## config.mk

```make
export PLATFORM = sky130hd
export DESIGN_NAME = mutex_pool_lock_unit
export DESIGN_NICKNAME = d
export VERILOG_FILES = /design/src/hdl/mpl_pkg.sv /design/src/hdl/mpl_ctrl.sv /design/src/hdl/mpl_dp.sv /design/src/hdl/mutex_pool_lock_unit.sv
export SDC_FILE = /design/constraint.sdc
export NUM_CORES = 1
export LEC_CHECK = 0
export BUFFER_PORTS_ARGS = -buffer_cell sky130_fd_sc_hd__buf_2
export CORE_UTILIZATION = 57
export CTS_CLUSTER_SIZE = 28
export DETAILED_ROUTE_END_ITERATION = 12
export PLACE_DENSITY = 0.76
export REMOVE_ABC_BUFFERS = 1
export SLEW_MARGIN = 0
export SYNTH_ARGS = -nofsm -noshare
export SYNTH_HDL_FRONTEND = slang
export SYNTH_SLANG_ARGS = --single-unit
```

## constraint.sdc

```tcl
create_clock -name clk_i -period 3.9 [get_ports clk_i]
set_input_delay 0.39 -clock clk_i [delete_from_list [all_inputs] [get_ports clk_i]]
set_output_delay 0.39 -clock clk_i [all_outputs]
set_load 0.02 [all_outputs]
```

## src/hdl/mpl_pkg.sv

```systemverilog
// ----------------------------------------------------------------------------
// mpl_pkg
// Shared types and constants of the mutex pool lock unit.
// ----------------------------------------------------------------------------
`default_nettype none

package mpl_pkg;

  // pool geometry; slot and task fields are five bits wide
  localparam int SlotCount = 32;
  localparam int TaskCount = 32;
  localparam int SlotW     = 5;
  localparam int TaskW     = 5;

  typedef enum logic [1:0] {
    FuncAlloc  = 2'd0,
    FuncFree   = 2'd1,
    FuncLock   = 2'd2,
    FuncUnlock = 2'd3
  } func_e;

  typedef struct packed {
    func_e            func;
    logic [SlotW-1:0] slot_index;
    logic [TaskW-1:0] task_id;
  } req_t;

  typedef struct packed {
    logic             success;
    logic [SlotW-1:0] slot_out;
    logic             is_locked;
    logic [TaskW-1:0] owner_task;
  } rsp_t;

  // controller to datapath
  typedef struct packed {
    logic load_req;
    logic exec;
  } ctrl_cmd_t;

  // datapath to controller
  typedef struct packed {
    logic out_stall;
  } dp_sts_t;

endpackage

`default_nettype wire

```

## src/hdl/mpl_ctrl.sv

```systemverilog
// ----------------------------------------------------------------------------
// mpl_ctrl
// Request sequencer: takes a request, then executes it once the result
// register can take the outcome.
// ----------------------------------------------------------------------------
`default_nettype none

module mpl_ctrl (
  input  wire                 clk_i,
  input  wire                 rst_ni,
  input  wire                 in_valid_i,
  output logic                in_ready_o,
  input  mpl_pkg::dp_sts_t    sts_i,
  output mpl_pkg::ctrl_cmd_t  cmd_o
);

  typedef enum logic [1:0] {
    StIdle = 2'b01,
    StExec = 2'b10
  } state_e;

  state_e state_q, state_d;

  always_comb begin
    state_d        = state_q;
    in_ready_o     = 1'b0;
    cmd_o.load_req = 1'b0;
    cmd_o.exec     = 1'b0;
    unique case (state_q)
      StIdle: begin
        in_ready_o = 1'b1;
        if (in_valid_i) begin
          cmd_o.load_req = 1'b1;
          state_d        = StExec;
        end
      end
      StExec: begin
        // wait while the previous result is still held
        if (!sts_i.out_stall) begin
          cmd_o.exec = 1'b1;
          state_d    = StIdle;
        end
      end
      default: begin
        state_d = StIdle;
      end
    endcase
  end

  always_ff @(posedge clk_i or negedge rst_ni) begin
    if (!rst_ni) begin
      state_q <= StIdle;
    end else begin
      state_q <= state_d;
    end
  end

endmodule

`default_nettype wire

```

## src/hdl/mpl_dp.sv

```systemverilog
// ----------------------------------------------------------------------------
// mpl_dp
// Pool datapath: request register, free map, lock and owner store, lowest
// free slot search and the result register.
// ----------------------------------------------------------------------------
`default_nettype none

module mpl_dp (
  input  wire                 clk_i,
  input  wire                 rst_ni,
  input  mpl_pkg::ctrl_cmd_t  cmd_i,
  output mpl_pkg::dp_sts_t    sts_o,
  input  mpl_pkg::req_t       in_req_i,
  output logic                out_valid_o,
  input  wire                 out_ready_i,
  output mpl_pkg::rsp_t       out_rsp_o
);

  mpl_pkg::req_t                  req_q;
  logic [mpl_pkg::SlotCount-1:0]  free_q, free_d;
  logic [mpl_pkg::SlotCount-1:0]  lock_q, lock_d;
  logic [mpl_pkg::TaskW-1:0]      owner_q [mpl_pkg::SlotCount];
  logic                           owner_we;
  logic [mpl_pkg::TaskW-1:0]      owner_wdata;
  logic                           out_valid_q, out_valid_d;
  mpl_pkg::rsp_t                  rsp_q, rsp_d;

  logic [mpl_pkg::SlotW-1:0]      enc_slot;
  logic                           any_free;
  logic [mpl_pkg::SlotW-1:0]      rd_slot;
  logic                           slot_ok;
  logic                           task_ok;
  logic                           ok;
  logic                           cur_lock;
  logic [mpl_pkg::TaskW-1:0]      cur_owner;

  assign sts_o.out_stall = out_valid_q && !out_ready_i;

  // lowest free slot
  always_comb begin
    enc_slot = '0;
    for (int i = mpl_pkg::SlotCount - 1; i >= 0; i--) begin
      if (free_q[i]) begin
        enc_slot = mpl_pkg::SlotW'(i);
      end
    end
  end

  assign any_free = |free_q;
  assign rd_slot  = (req_q.func == mpl_pkg::FuncAlloc) ? enc_slot : req_q.slot_index;
  assign slot_ok  = (req_q.func == mpl_pkg::FuncAlloc) ||
                    (int'(req_q.slot_index) < mpl_pkg::SlotCount);
  assign task_ok  = int'(req_q.task_id) < mpl_pkg::TaskCount;
  assign cur_lock  = lock_q[rd_slot];
  assign cur_owner = owner_q[rd_slot];

  always_comb begin
    free_d      = free_q;
    lock_d      = lock_q;
    owner_we    = 1'b0;
    owner_wdata = '0;
    ok          = 1'b0;
    unique case (req_q.func)
      mpl_pkg::FuncAlloc: begin
        ok = any_free;
        if (any_free) begin
          free_d[rd_slot] = 1'b0;
        end
      end
      mpl_pkg::FuncFree: begin
        ok = slot_ok && !free_q[rd_slot];
        if (ok) begin
          free_d[rd_slot] = 1'b1;
        end
      end
      mpl_pkg::FuncLock: begin
        ok = slot_ok && !cur_lock && task_ok;
        if (ok) begin
          lock_d[rd_slot] = 1'b1;
          owner_we        = 1'b1;
          owner_wdata     = req_q.task_id;
        end
      end
      mpl_pkg::FuncUnlock: begin
        ok = slot_ok && cur_lock;
        if (ok) begin
          lock_d[rd_slot] = 1'b0;
          owner_we        = 1'b1;
        end
      end
      default: begin
        ok = 1'b0;
      end
    endcase
  end

  // result reflects the slot after the request
  always_comb begin
    rsp_d.success    = ok;
    rsp_d.slot_out   = (req_q.func == mpl_pkg::FuncAlloc && !any_free) ? '0 : rd_slot;
    rsp_d.is_locked  = slot_ok ? lock_d[rd_slot] : 1'b0;
    rsp_d.owner_task = !slot_ok ? '0 : (owner_we ? owner_wdata : cur_owner);
  end

  always_comb begin
    out_valid_d = out_valid_q;
    if (cmd_i.exec) begin
      out_valid_d = 1'b1;
    end else if (out_ready_i) begin
      out_valid_d = 1'b0;
    end
  end

  always_ff @(posedge clk_i or negedge rst_ni) begin
    if (!rst_ni) begin
      free_q      <= '1;
      lock_q      <= '0;
      out_valid_q <= 1'b0;
      for (int i = 0; i < mpl_pkg::SlotCount; i++) begin
        owner_q[i] <= '0;
      end
    end else begin
      out_valid_q <= out_valid_d;
      if (cmd_i.exec) begin
        free_q <= free_d;
        lock_q <= lock_d;
        if (owner_we) begin
          owner_q[rd_slot] <= owner_wdata;
        end
      end
    end
  end

  always_ff @(posedge clk_i) begin
    if (cmd_i.load_req) begin
      req_q <= in_req_i;
    end
    if (cmd_i.exec) begin
      rsp_q <= rsp_d;
    end
  end

  assign out_valid_o = out_valid_q;
  assign out_rsp_o   = rsp_q;

  // never overwrite a result that has not been taken
  a_exec_no_overwrite: assert property (@(posedge clk_i) disable iff (!rst_ni)
    cmd_i.exec |-> !(out_valid_q && !out_ready_i))
    else $error("result register overwritten");

  // a granted alloc leaves its slot marked taken
  a_alloc_clears: assert property (@(posedge clk_i) disable iff (!rst_ni)
    cmd_i.exec && req_q.func == mpl_pkg::FuncAlloc && any_free
    |=> !free_q[$past(enc_slot)])
    else $error("allocated slot still free");

  // a granted lock leaves the slot locked
  a_lock_sets: assert property (@(posedge clk_i) disable iff (!rst_ni)
    cmd_i.exec && req_q.func == mpl_pkg::FuncLock && ok
    |=> lock_q[$past(rd_slot)])
    else $error("locked slot not marked");

  // an unlocked slot never carries an owner
  a_owner_clear: assert property (@(posedge clk_i) disable iff (!rst_ni)
    !cur_lock |-> cur_owner == '0)
    else $error("owner left on unlocked slot");

endmodule

`default_nettype wire

```

## src/hdl/mutex_pool_lock_unit.sv

```systemverilog
// ----------------------------------------------------------------------------
// mutex_pool_lock_unit
// Pool of mutex slots with alloc, free, lock and unlock requests.
// ----------------------------------------------------------------------------
// Each request is first registered as a transaction; then, in the execute
// state, the free map and the lock/owner store are read, updated and the
// outcome written to the result register. The next request is accepted
// while a result still waits in that register; execution holds only when
// the result register is still full at that point. Alloc picks the lowest
// free slot. After reset every slot is free and unlocked, usable at once.
`default_nettype none

module mutex_pool_lock_unit (
  input  wire            clk_i,
  input  wire            rst_ni,
  input  wire            in_valid_i,
  output logic           in_ready_o,
  input  mpl_pkg::req_t  in_req_i,
  output logic           out_valid_o,
  input  wire            out_ready_i,
  output mpl_pkg::rsp_t  out_rsp_o
);

  mpl_pkg::ctrl_cmd_t cmd;
  mpl_pkg::dp_sts_t   sts;

  mpl_ctrl u_ctrl (
    .clk_i      (clk_i),
    .rst_ni     (rst_ni),
    .in_valid_i (in_valid_i),
    .in_ready_o (in_ready_o),
    .sts_i      (sts),
    .cmd_o      (cmd)
  );

  mpl_dp u_dp (
    .clk_i       (clk_i),
    .rst_ni      (rst_ni),
    .cmd_i       (cmd),
    .sts_o       (sts),
    .in_req_i    (in_req_i),
    .out_valid_o (out_valid_o),
    .out_ready_i (out_ready_i),
    .out_rsp_o   (out_rsp_o)
  );

endmodule

`default_nettype wire
```

==> run summary <==
Max Slew Vio Count = 0
Pre-CTS setup slack = -0.171 ns
WS Path Type = flip-flop to flip-flop
Slew @ Worst Pin = 1.14 ns
FF+latch count, synth = 251
Residual DRC count = 0
Core area = 22,700 um^2
Synth cell types = 81
Pin count of the biggest net entering global routing = 74
DRT Pass-1 Iters = 6
Leakage = 7.50 nW
IO Port Bufs = 29
Area occupied by multi-input gates = 6690 um^2
Crit Path Max Fanout = 7
Most used cell along the critical path = buf_6
Hold Path Class = primary input to flip-flop
Net count, final = 1,198
Syn avg cell area = 12.6 um^2
CTS tree = yes
Synth Flop Type = dfrtp_1
Non-Filler Instances = 1,487
Slew HR = 23.5%
RePlAce Congestion = 0.986
Post-route cell area = 16,200 um^2
Pwr Total = 6.99 mW
Syn-to-layout area delta = 22.0%
Placed cells = 1,419
Via/cell ratio = 6.45
CP max-delay cell = dfstp_2
Final Util = 71.2%
Via count = 9,587
Cell Pwr Density = 433 nW/um^2
Seq. cell area = 6440 um^2
Crit share post-route = 101%
RSZ-0062 raised after global routing = true
Largest cells by area after synthesis = dfrtp_1 (37%), mux2_4 (12%), dfstp_2 (6.5%), mux4_2 (6.0%), edfxtp_1 (5.4%)
Initial Util = 58.3%
Vias in the first global route = 9,427
Mapped Area = 13,200 um^2
Final hold viol count = 0
Detail Placement HPWL = 24.1 mm
Most common cell after layout, fill and taps aside = dfrtp_1
Crit-path max cell delay = 0.56 ns
Share of cells above drive strength 1 = 44.0%
Status = complete, but fails checks
Post-synth top area cell = dfrtp_1
Avg WL per Cell = 24.4 um
Synth warnings = 0
Post-synth top area share = 36.6%
Cells after Synth = 1,050
Clock Sinks = 251
Final worst slack = -0.0423 ns
Diode count = 0
Worst Path Buf+Inv = 6
CP Launch Type = flip-flop
Post-route ant nets = 0
Grt total ovfl = 0
Max-Cap Viols = 0
CP top delay family = buffers and inverters
Max Freq = 0.254 GHz
Nature of the critical path endpoint = flip-flop
Failing checks = setup timing
Most frequent cells in the layout = dfrtp_1 (194), mux2_4 (114), buf_4 (112), nand2_1 (73), o21ai_0 (67)
Die Span Y = 154 um
Worst VDD drop = 0.421 mV
Seq/Total Area, Yosys = 48.6%
Initial antenna violation count = 0
Ys async rst share = 90.4%
Filler Cells Inserted = 1,497
Die area = 23,900 um^2
Clk slew on worst S/H paths = 0.06 ns
Post-layout minimum cycle time = 3.94 ns
Setup-failing EPs final = 72
EDFF count, synth = 24
Clock root cell = clkbuf_16
Cell Area, Placed = 14,600 um^2
Die X = 154 um
Clk_skew = 0.0137 ns
Row Count = 55
Cts bufs inserted = 26
Crit path required time = 4.31 ns
Worst-case clock buffer depth = 3
Worst-path cell chain = buf_6, nand2b_4, a221oi_2, nor4_1, buf_4, o21bai_4, a21boi_4, buf_6, mux2i_4, a2111oi_4, a311o_2, nor2_4, xor2_4, clkbuf_16, buf_6, nor3_4, buf_12, mux2_4
First-pass GRT wire length = 55.2 mm
Clock latency on the worst-skew pair = 0.54 ns
IO Pins = 30
CP Data Arrival Time = 4.36 ns
Htree depth = 1
DRT Wirelength = 36.4 mm
Overall Global Routing Usage = 30.1%
Initial DRC Count = 909
cell families (layout without fill, tap and decap cells):
logic type      after synthesis  in the layout  synth area share (%)
xor+xnor                      1              1                 0.123
flops                       251            251                  48.6
simple gates                254            254                  10.5
mux                         260            260                  27.8
buf+inv                      94            246                  3.38
compound gates              190            190                  9.61
path summary, 6_finish.rpt:
kind | start | slack, ns | end | cells after the start
max | flip-flop | -0.04 | u_dp.owner_q[105] | 18
min | in_req_i[10] | 0.03 | u_dp.req_q[10] | 1
max reg2reg | flip-flop | -0.04 | u_dp.owner_q[105] | 18
min reg2reg | u_dp.owner_q[27] | 0.50 | u_dp.owner_q[27] | 1
min in group asynchronous | rst_ni | 0.41 | u_dp.owner_q[150] | 2
max in group asynchronous | rst_ni | 2.49 | async pin | 3
synth_stat cells (24+ instances only):
library cell	n
mux4_2	35
edfxtp_1	24
nand2_1	73
mux2i_1	30
o21ai_0	68
nor2_1	59
clkbuf_1	41
mux2_2	57
dfrtp_1	194
buf_2	28
mux2_1	32
dfstp_2	33
mux2_4	106
per-stage QoR:
step	TNS, ns	hold WS (ns)
after floorplan	-471.85	0.0944
after global placement	-5.25	0.397
after detailed placement	-10.34	0.404
after CTS	0	0.0107
after global routing	-14.98	0.0142
final	-1.20	0.0266
what timing repair did:
action | in CTS | in global routing
setup endpoints to repair | 123 | 215
endpoints found under the hold margin | 70 | 0
resized for setup | 17 | 65
pin swaps | 4 | 14
buffers inserted | 4 | 15
gates cloned | 0 | 2
hold buffers | 1 | 0
final cells by class:
| type | count | share of cell area, % |
|---|---|---|
| Clock buffer | 34 | 4.66 |
| Inverter | 15 | 0.395 |
| Timing Repair Buffer | 183 | 10.4 |
| Tap cell | 285 | 2.21 |
| Clock inverter | 14 | 1.07 |
| Multi-Input combinational cell | 705 | 41.4 |
| Sequential cell | 251 | 39.9 |
worst reg2reg max path: cells and delay by family, from the launching register on:
| family | cells | cell delay [ns] |
|---|---|---|
| AOI/OAI and AO/OA | 5 | 0.94 |
| xor gates and xnor gates | 1 | 0.37 |
| buffers and inverters | 6 | 0.94 |
| DFF | 1 | 0.56 |
| muxes | 2 | 0.54 |
| and+or+nand+nor | 4 | 0.47 |
where the power goes:
group / internal [mW] / switching, mW / total, mW
Sequential: 2.73 / 0.0543 / 2.78
Combinational: 0.655 / 0.878 / 1.53
Clock: 1.62 / 1.05 / 2.68
layer usage:
| metal | vias to the layer above | GRT usage [%] | part of all wire [%] |
|---|---|---|---|
| li1 | 4162 | - | - |
| met1 | 4814 | 42.0 | 42 |
| met2 | 482 | 47.0 | 47 |
| met3 | 129 | 5.88 | 7.7 |
| met4 | 0 | 11.4 | 4.1 |
| met5 | - | 0 | 0 |
Note: power is estimated with default switching activity, not from simulation.
